$ cat src/sv/tlnp_pkg.sv
// Shared types, character codes and helper functions for the token lexer.
// No dependencies; used by tlnp_core and the top level.
package tlnp_pkg;

    localparam int MAX_TOKEN_LEN_DEF = 31;

    localparam logic [7:0] CH_FIRST_TOK = 8'd33;
    localparam logic [7:0] CH_LAST_TOK  = 8'd126;
    localparam logic [7:0] CH_NEWLINE   = 8'd10;
    localparam logic [7:0] CH_PERCENT   = 8'h25;
    localparam logic [7:0] CH_LOWER_O   = 8'h6f;
    localparam logic [7:0] CH_HASH      = 8'h23;
    localparam logic [7:0] CH_DOLLAR    = 8'h24;
    localparam logic [7:0] CH_SLASH     = 8'h2f;
    localparam logic [7:0] CH_QUOTE     = 8'h27;

    // Digit code that matches no radix.
    localparam logic [4:0] NO_DIGIT = 5'd16;

    typedef enum logic [1:0] {
        MODE_IDLE  = 2'd0,
        MODE_TOKEN = 2'd1,
        MODE_SKIP  = 2'd2
    } t_mode;

    typedef enum logic [1:0] {
        RADIX_DEC = 2'd0,
        RADIX_BIN = 2'd1,
        RADIX_OCT = 2'd2,
        RADIX_HEX = 2'd3
    } t_radix;

    typedef struct packed {
        logic               is_number;
        logic signed [31:0] number_value;
        logic [4:0]         token_length;
        logic               truncated;
    } t_result;

    function automatic logic is_prefix(input logic [7:0] c);
        return (c == CH_PERCENT) || (c == CH_LOWER_O) || (c == CH_HASH) || (c == CH_DOLLAR);
    endfunction

    function automatic logic [4:0] digit_of(input logic [7:0] c);
        logic [4:0] d;
        if (c >= 8'h30 && c <= 8'h39) begin
            d = 5'(c - 8'h30);
        end else if (c >= 8'h41 && c <= 8'h46) begin
            d = 5'(c - 8'h41) + 5'd10;
        end else if (c >= 8'h61 && c <= 8'h66) begin
            d = 5'(c - 8'h61) + 5'd10;
        end else begin
            d = NO_DIGIT;
        end
        return d;
    endfunction

    function automatic logic [4:0] radix_value(input t_radix r);
        logic [4:0] v;
        unique case (r)
            RADIX_BIN: v = 5'd2;
            RADIX_OCT: v = 5'd8;
            RADIX_HEX: v = 5'd16;
            default:   v = 5'd10;
        endcase
        return v;
    endfunction

endpackage

$ cat src/sv/tlnp_core.sv
// Lexer state and per-character update: token tracking, radix prefix,
// digit accumulation, comment skip and the result of a finished token.
// Depends on tlnp_pkg.
module tlnp_core #(
    parameter int MAX_TOKEN_LEN = tlnp_pkg::MAX_TOKEN_LEN_DEF
) (
    input  logic               i_clk,
    input  logic               i_rst_n,
    input  logic               i_step,
    input  logic [7:0]         i_char,
    input  logic               i_eoi,
    output logic               o_emit,
    output tlnp_pkg::t_result  o_result
);

    localparam int CW_RAW = $clog2(MAX_TOKEN_LEN + 1);
    localparam int CW     = (CW_RAW > 5) ? CW_RAW : 5;
    localparam logic [CW-1:0] CNT_MAX = CW'(MAX_TOKEN_LEN);

    tlnp_pkg::t_mode  r_mode,   n_mode;
    logic [CW-1:0]    r_count,  n_count;
    logic [31:0]      r_acc,    n_acc;
    tlnp_pkg::t_radix r_radix,  n_radix;
    logic             r_dv,     n_dv;
    logic [7:0]       r_first,  n_first;
    logic [7:0]       r_second, n_second;
    logic             r_third_q, n_third_q;
    logic             r_ovf,    n_ovf;

    // Absorb path: base state is the current token, or a fresh one
    logic             tok_char;
    logic             in_token;
    logic [CW-1:0]    b_count;
    logic [31:0]      b_acc;
    tlnp_pkg::t_radix b_radix;
    logic             b_dv;
    logic [7:0]       b_first;
    logic [7:0]       b_second;
    logic             b_third_q;
    logic             b_ovf;

    logic [CW-1:0]    a_count;
    logic [31:0]      a_acc;
    tlnp_pkg::t_radix a_radix;
    logic             a_dv;
    logic [7:0]       a_first;
    logic [7:0]       a_second;
    logic             a_third_q;
    logic             a_ovf;

    logic [4:0]       digit;
    logic [31:0]      scaled;
    logic             is_comment;
    logic             is_literal;
    logic             num;

    assign tok_char = !i_eoi && (i_char >= tlnp_pkg::CH_FIRST_TOK)
                      && (i_char <= tlnp_pkg::CH_LAST_TOK);
    assign in_token = (r_mode == tlnp_pkg::MODE_TOKEN);

    always_comb begin
        if (in_token) begin
            b_count   = r_count;
            b_acc     = r_acc;
            b_radix   = r_radix;
            b_dv      = r_dv;
            b_first   = r_first;
            b_second  = r_second;
            b_third_q = r_third_q;
            b_ovf     = r_ovf;
        end else begin
            b_count   = '0;
            b_acc     = '0;
            b_radix   = tlnp_pkg::RADIX_DEC;
            b_dv      = 1'b1;
            b_first   = '0;
            b_second  = '0;
            b_third_q = 1'b0;
            b_ovf     = 1'b0;
        end
    end

    assign digit = tlnp_pkg::digit_of(i_char);

    // Multiply by the radix as shifts and one add
    always_comb begin
        unique case (b_radix)
            tlnp_pkg::RADIX_BIN: scaled = {b_acc[30:0], 1'b0};
            tlnp_pkg::RADIX_OCT: scaled = {b_acc[28:0], 3'b000};
            tlnp_pkg::RADIX_HEX: scaled = {b_acc[27:0], 4'b0000};
            default:             scaled = {b_acc[28:0], 3'b000} + {b_acc[30:0], 1'b0};
        endcase
    end

    always_comb begin
        a_first   = (b_count == '0)      ? i_char : b_first;
        a_second  = (b_count == CW'(1))  ? i_char : b_second;
        a_third_q = (b_count == CW'(2))  ? (i_char == tlnp_pkg::CH_QUOTE) : b_third_q;
        a_radix   = b_radix;
        a_dv      = b_dv;
        a_acc     = b_acc;
        if (b_count == '0 && tlnp_pkg::is_prefix(i_char)) begin
            if (i_char == tlnp_pkg::CH_PERCENT) begin
                a_radix = tlnp_pkg::RADIX_BIN;
            end else if (i_char == tlnp_pkg::CH_LOWER_O) begin
                a_radix = tlnp_pkg::RADIX_OCT;
            end else if (i_char == tlnp_pkg::CH_DOLLAR) begin
                a_radix = tlnp_pkg::RADIX_HEX;
            end else begin
                a_radix = tlnp_pkg::RADIX_DEC;
            end
        end else if (digit >= tlnp_pkg::radix_value(b_radix)) begin
            a_dv = 1'b0;
        end else begin
            a_acc = scaled + {27'd0, digit};
        end
        if (b_count < CNT_MAX) begin
            a_count = b_count + CW'(1);
            a_ovf   = b_ovf;
        end else begin
            a_count = b_count;
            a_ovf   = 1'b1;
        end
    end

    // Token end decode, on the current token state
    assign is_comment = !r_ovf && (r_count == CW'(2)) && (r_first == tlnp_pkg::CH_SLASH)
                        && (r_second == tlnp_pkg::CH_SLASH);
    assign is_literal = !r_ovf && (r_count == CW'(3)) && (r_first == tlnp_pkg::CH_QUOTE)
                        && r_third_q;
    assign num = r_dv && !((r_count == CW'(1)) && tlnp_pkg::is_prefix(r_first));

    always_comb begin
        o_result.token_length = r_count[4:0];
        o_result.truncated    = r_ovf;
        if (is_literal) begin
            o_result.is_number    = 1'b1;
            o_result.number_value = signed'({24'd0, r_second});
        end else begin
            o_result.is_number    = num;
            o_result.number_value = num ? signed'(r_acc) : 32'sd0;
        end
    end

    always_comb begin
        n_mode    = r_mode;
        n_count   = r_count;
        n_acc     = r_acc;
        n_radix   = r_radix;
        n_dv      = r_dv;
        n_first   = r_first;
        n_second  = r_second;
        n_third_q = r_third_q;
        n_ovf     = r_ovf;
        o_emit    = 1'b0;
        unique case (r_mode)
            tlnp_pkg::MODE_SKIP: begin
                if (i_eoi || i_char == tlnp_pkg::CH_NEWLINE) begin
                    n_mode = tlnp_pkg::MODE_IDLE;
                end
            end
            tlnp_pkg::MODE_TOKEN: begin
                if (tok_char) begin
                    n_count   = a_count;
                    n_acc     = a_acc;
                    n_radix   = a_radix;
                    n_dv      = a_dv;
                    n_first   = a_first;
                    n_second  = a_second;
                    n_third_q = a_third_q;
                    n_ovf     = a_ovf;
                end else if (is_comment) begin
                    // a newline that ends the // already ends the comment
                    n_mode = (i_eoi || i_char == tlnp_pkg::CH_NEWLINE)
                             ? tlnp_pkg::MODE_IDLE : tlnp_pkg::MODE_SKIP;
                end else begin
                    o_emit = 1'b1;
                    n_mode = tlnp_pkg::MODE_IDLE;
                end
            end
            default: begin
                n_mode = tlnp_pkg::MODE_IDLE;
                if (tok_char) begin
                    n_mode    = tlnp_pkg::MODE_TOKEN;
                    n_count   = a_count;
                    n_acc     = a_acc;
                    n_radix   = a_radix;
                    n_dv      = a_dv;
                    n_first   = a_first;
                    n_second  = a_second;
                    n_third_q = a_third_q;
                    n_ovf     = a_ovf;
                end
            end
        endcase
    end

    always_ff @(posedge i_clk) begin
        if (!i_rst_n) begin
            r_mode    <= tlnp_pkg::MODE_IDLE;
            r_count   <= '0;
            r_acc     <= '0;
            r_radix   <= tlnp_pkg::RADIX_DEC;
            r_dv      <= 1'b1;
            r_first   <= '0;
            r_second  <= '0;
            r_third_q <= 1'b0;
            r_ovf     <= 1'b0;
        end else if (i_step) begin
            r_mode    <= n_mode;
            r_count   <= n_count;
            r_acc     <= n_acc;
            r_radix   <= n_radix;
            r_dv      <= n_dv;
            r_first   <= n_first;
            r_second  <= n_second;
            r_third_q <= n_third_q;
            r_ovf     <= n_ovf;
        end
    end

endmodule

$ cat src/sv/token_lexer_number_parser.sv
// Token lexer with radix-prefixed number parsing. The block takes one source byte per
// cycle. A beat lands in the input register; when the core steps on it, the lexer state and
// the digit shift-add update from it, and a finished token's result is written to the
// output register at that same edge; o_valid comes from that register. One beat per cycle
// is sustained. The only stall is a token end that finds the output register still full
// and not being taken. o_ready is low while i_rst_n is low.
// Bytes 33..126 build a token, anything else (and i_end_of_input) ends it; a token of
// exactly // swallows input up to the next newline.
// Depends on tlnp_pkg and tlnp_core.
module token_lexer_number_parser #(
    parameter int MAX_TOKEN_LEN = tlnp_pkg::MAX_TOKEN_LEN_DEF
) (
    input  logic               i_clk,
    input  logic               i_rst_n,
    input  logic               i_valid,
    output logic               o_ready,
    input  logic [7:0]         i_in_char,
    input  logic               i_end_of_input,
    output logic               o_valid,
    input  logic               i_ready,
    output logic               o_is_number,
    output logic signed [31:0] o_number_value,
    output logic [4:0]         o_token_length,
    output logic               o_truncated
);

    logic              r_in_v;
    logic [7:0]        r_in_char;
    logic              r_in_eoi;
    logic              r_out_v;
    tlnp_pkg::t_result r_out;

    logic              step;
    logic              emit;
    tlnp_pkg::t_result result;

    tlnp_core #(
        .MAX_TOKEN_LEN(MAX_TOKEN_LEN)
    ) u_core (
        .i_clk    (i_clk),
        .i_rst_n  (i_rst_n),
        .i_step   (step),
        .i_char   (r_in_char),
        .i_eoi    (r_in_eoi),
        .o_emit   (emit),
        .o_result (result)
    );

    // Advance unless a result would overwrite one still waiting
    assign step    = r_in_v && (!emit || !r_out_v || i_ready);
    assign o_ready = i_rst_n && (!r_in_v || step);

    always_ff @(posedge i_clk) begin
        if (!i_rst_n) begin
            r_in_v <= 1'b0;
        end else if (o_ready) begin
            r_in_v <= i_valid;
        end
    end

    always_ff @(posedge i_clk) begin
        if (o_ready && i_valid) begin
            r_in_char <= i_in_char;
            r_in_eoi  <= i_end_of_input;
        end
    end

    always_ff @(posedge i_clk) begin
        if (!i_rst_n) begin
            r_out_v <= 1'b0;
        end else if (step && emit) begin
            r_out_v <= 1'b1;
        end else if (i_ready) begin
            r_out_v <= 1'b0;
        end
    end

    always_ff @(posedge i_clk) begin
        if (step && emit) begin
            r_out <= result;
        end
    end

    assign o_valid        = r_out_v;
    assign o_is_number    = r_out.is_number;
    assign o_number_value = r_out.number_value;
    assign o_token_length = r_out.token_length;
    assign o_truncated    = r_out.truncated;

endmodule

$ cat config.mk
export PLATFORM = sky130hd
export DESIGN_NAME = token_lexer_number_parser
export DESIGN_NICKNAME = d
export VERILOG_FILES = /design/src/sv/tlnp_pkg.sv /design/src/sv/tlnp_core.sv /design/src/sv/token_lexer_number_parser.sv
export SDC_FILE = /design/constraint.sdc
export NUM_CORES = 1
export LEC_CHECK = 0
export BUFFER_PORTS_ARGS = -buffer_cell sky130_fd_sc_hd__buf_2
export CORE_MARGIN = 4
export CORE_UTILIZATION = 40
export CTS_CLUSTER_SIZE = 25
export DETAILED_ROUTE_END_ITERATION = 8
export GPL_ROUTABILITY_DRIVEN = 0
export PLACE_DENSITY = 0.57
export REMOVE_ABC_BUFFERS = 1
export SYNTH_ARGS = -nofsm -noshare
export SYNTH_HDL_FRONTEND = slang
export SYNTH_SLANG_ARGS = --single-unit
$ cat constraint.sdc
create_clock -name i_clk -period 7.4 [get_ports i_clk]
set_input_delay 0.37 -clock i_clk [delete_from_list [all_inputs] [get_ports i_clk]]
set_output_delay 0.37 -clock i_clk [all_outputs]
set_load 0.05 [all_outputs]
==> results.json, run 1 <==
{
  "multiInputGateArea_um2": 5736,
  "ir_drop_uv": 86.15,
  "route.vias.total": 8124,
  "yosysWarningCount": 0,
  "antenna_found_initial": 0,
  "synth_area_um2": 8882,
  "instances_no_fill": 1369,
  "avgSynthCellArea_um2": 8.053,
  "die_outline_height_um": 157.0,
  "worstSkewPairLatency_ps": 360,
  "power.density_cell_area_nw_per_um2": 126.2,
  "max-clock-path-buffers": 2,
  "reg2regPathDepth": 16,
  "synth_enable_flop_cells": 48,
  "tritoncts_clock_tree": "yes",
  "number_of_distinct_library_cells_after_synthesis": 85,
  "fin_nets": 1124,
  "max_cap_viols": 0,
  "place.port_buffers": 53,
  "post_cts_hold_buffer_count": 0,
  "synth_largest_area_cell": "sky130_fd_sc_hd__edfxtp_1",
  "ys_async_sr_fraction_pct": 0,
  "root_buffer": "sky130_fd_sc_hd__clkbuf_16",
  "outcome": "completed",
  "cts_repair_resize_count": 0,
  "initial_utilization_pct": 40.70,
  "filler_cell_count": 2210,
  "overflow": 0,
  "postSynthRegisterBits": 110,
  "area_of_the_placeable_core_um2": 21820,
  "report.final.hold_viol_count": 0,
  "clock-sinks": 110,
  "synth.top_cells.by_area": "sky130_fd_sc_hd__edfxtp_1 16%, sky130_fd_sc_hd__dfxtp_1 14%, sky130_fd_sc_hd__nand2_1 4.5%",
  "postCtsSetupRepairBufs": 0,
  "min_path_cells": 1,
  "cts_made_buffers": 9,
  "drc": 0,
  "crit-reg2reg-launch": "u_core.r_mode[1]",
  "stdcell_area_um2": 9495,
  "cp_class": "reg -> reg",
  "post_drt_wl_per_cell_um": 18.72,
  "tightestPinTransition_ps": 1147,
  "first_pass_grt_wire_length_um": 40490,
  "crit_path_end_kind": "register",
  "r2r-end": "u_core.r_acc[30]",
  "dpl.cell_count": 1353,
  "whs_ps": 179.5,
  "antenna_cells_inserted": 0,
  "area_overhead_of_the_layout_relative_to_synthesis_pct": 6.902,
  "min_period_ps": 5077,
  "cellLeakagePower_uw": 0.003253,
  "yosys_most_used_dff": "sky130_fd_sc_hd__dfxtp_1",
  "start_kind": "register",
  "wire_length_on_met2_um": 11650,
  "area.sequential_um2": 2685,
  "hold_start": "i_in_char[0]",
  "finalClockSkew_ps": 14.68,
  "placement.cell_area_um2": 9205,
  "minimum_setup_slack_among_reg_to_reg_paths_ps": 2320,
  "track_usage_pct": 20.43,
  "wl_met1_um": 12350,
  "die_area_um2": 24650,
  "gate_count_of_the_mapped_netlist": 1103,
  "drt_first_iter_violations": 798,
  "share_of_final_layout_standard_cells_stronger_than_drive_strength_1_pct": 11.11,
  "uppermost_metal_layer_occupied_by_signal_nets": "met4",
  "critical_path_arrival_ps": 5300,
  "postRouteAntennaNets": 0,
  "critical_path.max_fanout": 40,
  "floorplan.io_pins": 54,
  "maxClockFrequency_ghz": 0.1970,
  "hpwl_um": 17870,
  "power_uw": 1198,
  "setup_viol_count_final": 0,
  "clkTransAtPathRegs_ps": 80,
  "maximum_number_of_pins_on_one_net_before_global_route_repair": 60,
  "placementRows": 54,
  "synth-seq-area-share_pct": 30.20,
  "unrepaired_setup_endpoints_after_global_routing": "false",
  "timing.critical_path.required_ps": 7630,
  "worst_hold_path_type": "in -> reg",
  "drtPass1Iterations": 5,
  "min_period_over_period_pct": 68.61,
  "vias_per_cell": 5.934,
  "tns_ps": 0,
  "synth.top_cell.area_share_pct": 16.23,
  "postRouteWirelength_um": 25620,
  "timing.slew.headroom_pct": 23.36,
  "hold_end": "r_in_char[0]",
  "ctsHtreeMaxLevel": 3,
  "wl_met3_um": 1320,
  "via_count_of_the_first_global_routing_pass": 7349,
  "die-width_um": 157.0,
  "report.final.slew_viol_count": 0
}
synthesized netlist by cell type (all sizes together), types with 7 or more instances:
cell type and count:
nor2b 51, ha 26, xor2 28, o21a 8, o211ai 15, nor4 12, xnor2 27, a211oi 14
or2 11, buf 41, nand3 47, o2bb2ai 8, dfxtp 62, nor2 68, nand2 107, and2 45
clkbuf 53, nor3 24, and3 11, a31oi 12, a211o 7, mux2i 24, nand4 11, a21oi 74
a21o 13, edfxtp 48, o21ai 58, nor3b 7, a22oi 39, or3 8, nand2b 17, inv 23
registers in the layout, summed over array words and instances (netlist names), 5 cells and up:
name and count:
o_number_value 32, r_in_char 8, u_core.r_first 8, o_token_length 5, u_core.r_acc 32, u_core.r_second 8, u_core.r_count 5
critical path, cell delays in order, from the launching register on:
cell and delay [ps]:
sky130_fd_sc_hd__dfxtp_1 330, sky130_fd_sc_hd__inv_1 60, sky130_fd_sc_hd__ha_2 650, sky130_fd_sc_hd__inv_1 460, sky130_fd_sc_hd__nor2_1 200, sky130_fd_sc_hd__ha_1 230, sky130_fd_sc_hd__a21oi_1 70, sky130_fd_sc_hd__a221o_1 460
sky130_fd_sc_hd__nor4_4 550, sky130_fd_sc_hd__o31ai_1 190, sky130_fd_sc_hd__a21o_1 200, sky130_fd_sc_hd__a31oi_1 340, sky130_fd_sc_hd__nand4_1 290, sky130_fd_sc_hd__nor4_2 470, sky130_fd_sc_hd__nand4_1 160, sky130_fd_sc_hd__xnor2_1 170
sky130_fd_sc_hd__o22ai_1 100
per-layer routing:
| metal | vias up | track usage, % |
|---|---|---|
| met4 | 0 | 4.261 |
| li1 | 4029 | - |
| met3 | 19 | 3.024 |
| met5 | - | 0 |
| met2 | 195 | 32.48 |
| met1 | 3881 | 29.64 |
layout make-up:
type	instances	area share, %
clock buffer	10	2.425
multi-input combinational	876	60.40
clock inverter	6	0.6325
timing repair buffer	64	3.663
inverter	23	0.9092
sequential	110	28.28
tap	280	3.690
report_power, final:
part           total (µW)  internal [µW]  switching (µW)
clock                 496            240             256
sequential            645            635            9.69
combinational        57.2           19.3            37.8
how the worst max path moves through the flow:
stage	slack, ps	end	start
after floorplan	1170	u_core.r_acc[30]	u_core.r_mode[1]
after global placement	2440	u_core.r_acc[30]	u_core.r_mode[1]
after detailed placement	2340	u_core.r_acc[30]	u_core.r_mode[1]
after CTS	2320	u_core.r_acc[30]	u_core.r_mode[1]
after global routing	1900	u_core.r_acc[30]	u_core.r_mode[1]
final	2320	u_core.r_acc[30]	u_core.r_mode[1]
per-stage QoR:
| stage | setup WS (ps) | util, % |
|---|---|---|
| detailed placement | 2337 | 42.18 |
| global route | 1896 | 43.51 |
| CTS | 2321 | 43.51 |
| floorplan | 1169 | - |
| finish | 2323 | 43.51 |
| global placement | 2443 | 42.18 |
cells in the final DEF (no fill, tap or decap), types with 7 or more instances in the layout:
cell,Yosys,layout
sky130_fd_sc_hd__nand2b_1,17,17
sky130_fd_sc_hd__nand2_1,107,107
sky130_fd_sc_hd__a21oi_1,74,74
sky130_fd_sc_hd__or2_2,9,9
sky130_fd_sc_hd__nand4_1,11,11
sky130_fd_sc_hd__nor3b_1,7,7
sky130_fd_sc_hd__nor2_1,68,68
sky130_fd_sc_hd__ha_1,26,25
sky130_fd_sc_hd__o21a_1,8,8
sky130_fd_sc_hd__and2_1,45,45
sky130_fd_sc_hd__or3_1,8,8
sky130_fd_sc_hd__a31oi_1,12,12
sky130_fd_sc_hd__xnor2_1,27,27
sky130_fd_sc_hd__clkbuf_16,0,9
sky130_fd_sc_hd__a211o_1,7,7
sky130_fd_sc_hd__buf_2,20,53
sky130_fd_sc_hd__mux2i_1,24,24
sky130_fd_sc_hd__inv_1,23,23
sky130_fd_sc_hd__xor2_1,28,28
sky130_fd_sc_hd__o2bb2ai_1,7,7
sky130_fd_sc_hd__dfxtp_1,62,60
sky130_fd_sc_hd__nand3_1,47,47
sky130_fd_sc_hd__o21ai_0,53,53
sky130_fd_sc_hd__and3_1,10,10
sky130_fd_sc_hd__a22oi_1,38,38
sky130_fd_sc_hd__a21o_1,13,13
sky130_fd_sc_hd__nor4_1,9,9
sky130_fd_sc_hd__o211ai_1,15,15
sky130_fd_sc_hd__edfxtp_1,48,48
sky130_fd_sc_hd__buf_4,6,11
sky130_fd_sc_hd__nor3_1,24,23
sky130_fd_sc_hd__nor2b_1,51,50
sky130_fd_sc_hd__a211oi_1,11,11
logic make-up (layout without fill, tap and decap cells):
logic type / Yosys count / after routing / synth area share (%)
adder cells (fa/ha/maj): 31 / 31 / 4.381
XOR/XNOR: 55 / 55 / 5.423
buffers and inverters: 117 / 103 / 5.480
multiplexers: 28 / 28 / 3.338
AO/OA/AOI/OAI: 321 / 321 / 24.85
flip-flops: 110 / 110 / 30.20
AND/OR/NAND/NOR: 441 / 441 / 26.33
Note: power is estimated with default switching activity, not from simulation.
==> run 2: changes to the inputs <==
Settings changed: PLACE_DENSITY 0.57 to 0.59.
Clock period 7.4 ns to 4.6 ns, I/O delays scaled along.
==> results.json, run 2 (same netlist as run 1, synthesis figures left out) <==
{
  "cellLeakagePower_uw": 0.003454,
  "vias_per_cell": 6.007,
  "maxClockFrequency_ghz": 0.2362,
  "area_overhead_of_the_layout_relative_to_synthesis_pct": 10.40,
  "worstSkewPairLatency_ps": 360,
  "crit_start": "r_in_char[1]",
  "clkTransAtPathRegs_ps": 80,
  "min_period_over_period_pct": 92.04,
  "tritoncts_clock_tree": "yes",
  "area_of_the_placeable_core_um2": 21820,
  "overflow": 0,
  "fin_nets": 1164,
  "filler_cell_count": 2193,
  "crit_path_end_kind": "register",
  "outcome": "completed",
  "placementRows": 54,
  "layout_commonest_cell": "sky130_fd_sc_hd__nand2_1",
  "ir_drop_uv": 140.1,
  "max-clock-path-buffers": 2,
  "route.vias.total": 8464,
  "crit-reg2reg-launch": "r_in_char[1]",
  "share_of_final_layout_standard_cells_stronger_than_drive_strength_1_pct": 14.26,
  "cp_class": "reg -> reg",
  "reg2regPathDepth": 19,
  "most-common-layout-cells": "107 x sky130_fd_sc_hd__nand2_1, 74 x sky130_fd_sc_hd__a21oi_1, 68 x sky130_fd_sc_hd__nor2_1",
  "die-width_um": 157.0,
  "power.density_cell_area_nw_per_um2": 195.9,
  "ctsHtreeMaxLevel": 3,
  "antenna_found_initial": 0,
  "finalClockSkew_ps": 11.50,
  "min_period_ps": 4234,
  "report.final.hold_viol_count": 0,
  "cts_made_buffers": 9,
  "maximum_number_of_pins_on_one_net_before_global_route_repair": 74,
  "tightestPinTransition_ps": 1093,
  "unrepaired_setup_endpoints_after_global_routing": "false",
  "area.sequential_um2": 2685,
  "postRouteWirelength_um": 26230,
  "hpwl_um": 18950,
  "report.final.slew_viol_count": 0,
  "die_area_um2": 24650,
  "worst_hold_path_type": "in -> reg",
  "die_outline_height_um": 157.0,
  "multiInputGateArea_um2": 5737,
  "first_pass_grt_wire_length_um": 42050,
  "root_buffer": "sky130_fd_sc_hd__clkbuf_16",
  "initial_utilization_pct": 40.70,
  "clock-sinks": 110,
  "start_kind": "register",
  "place.port_buffers": 53,
  "hold_start": "i_in_char[6]",
  "final_core_util_pct": 44.93,
  "postRouteAntennaNets": 0,
  "drtPass1Iterations": 5,
  "drc": 0,
  "critical_path.max_fanout": 5,
  "track_usage_pct": 21.16,
  "tns_ps": 0,
  "setup_viol_count_final": 0,
  "floorplan.io_pins": 54,
  "drt_first_iter_violations": 685,
  "timing.slew.headroom_pct": 26.87,
  "minimum_setup_slack_among_reg_to_reg_paths_ps": 370,
  "antenna_cells_inserted": 0,
  "critical_path_arrival_ps": 4480,
  "post_drt_wl_per_cell_um": 18.61,
  "timing.critical_path.required_ps": 4840,
  "via_count_of_the_first_global_routing_pass": 7713,
  "max_cap_viols": 0,
  "min_path_cells": 1
}
==> run 2: layout make-up <==
class / instances / share of cell area, %
multi-input cells: 876 / 58.50
clock buffers: 10 / 2.335
inverters: 23 / 0.8804
clock inverters: 6 / 0.5870
well taps: 280 / 3.573
flip-flops and latches: 110 / 27.38
repair buffers: 104 / 6.737
==> run 2: path summary, 6_finish.rpt <==
check,end
worst min-delay path,r_in_char[6]
worst min register to register,u_core.r_acc[31]
worst max register to register,u_core.r_acc[29]
worst max-delay path,u_core.r_acc[29]
==> run 2: metal layers <==
metal / wire length (µm) / up-vias / GRT usage [%]
li1: - / 4078 / -
met1: 12550 / 4086 / 30.59
met2: 11740 / 259 / 33.50
met3: 1287 / 41 / 2.365
met4: 644 / 0 / 6.022
met5: 0 / - / 0
==> run 2: what timing repair did <==
item | in CTS | in global routing
setup endpoints to repair | 0 | 10
setup buffers | 0 | 3
hold buffers | 0 | 0
resized for setup | 0 | 1
==> run 2: power by group <==
| part | total [µW] | leakage (µW) | switching [µW] | internal [µW] |
|---|---|---|---|---|
| Clock | 784 | 0.000138 | 405 | 380 |
| Combinational | 103 | 0.00237 | 67.1 | 35.9 |
| Sequential | 1030 | 0.000944 | 12.0 | 1020 |
==> run 2: critical path, cell delays in order (launching register included) <==
cell and delay [ps]:
sky130_fd_sc_hd__edfxtp_1 440, sky130_fd_sc_hd__inv_1 150, sky130_fd_sc_hd__ha_1 260, sky130_fd_sc_hd__nand2b_1 180, sky130_fd_sc_hd__o21ai_0 190, sky130_fd_sc_hd__o31a_1 310
sky130_fd_sc_hd__o21ai_0 240, sky130_fd_sc_hd__inv_1 100, sky130_fd_sc_hd__fa_1 460, sky130_fd_sc_hd__nor2b_1 120, sky130_fd_sc_hd__o21ai_0 80, sky130_fd_sc_hd__nand2b_1 90
sky130_fd_sc_hd__nand2_1 80, sky130_fd_sc_hd__nor4_1 180, sky130_fd_sc_hd__buf_4 190, sky130_fd_sc_hd__and4_2 290, sky130_fd_sc_hd__nor4b_4 280, sky130_fd_sc_hd__and3_2 260
sky130_fd_sc_hd__xnor2_1 140, sky130_fd_sc_hd__o2bb2ai_2 60
==> run 2: stage by stage <==
stage / cells / area (µm²) / hold WS (ps) / total power [µW] / worst slack [ps]
final: 1409 / 9806 / 36.47 / 1921 / 366.3
after CTS: 1406 / 9782 / 36.53 / 1931 / 218.5
after floorplan: 1009 / 8482 / 291.9 / 1111 / -1631
after detailed placement: 1390 / 9495 / 411.0 / 1156 / 262.9
after global routing: 1409 / 9806 / 32.56 / 1987 / 5.206
after global placement: 1390 / 9495 / 406.1 / 1155 / 362.5
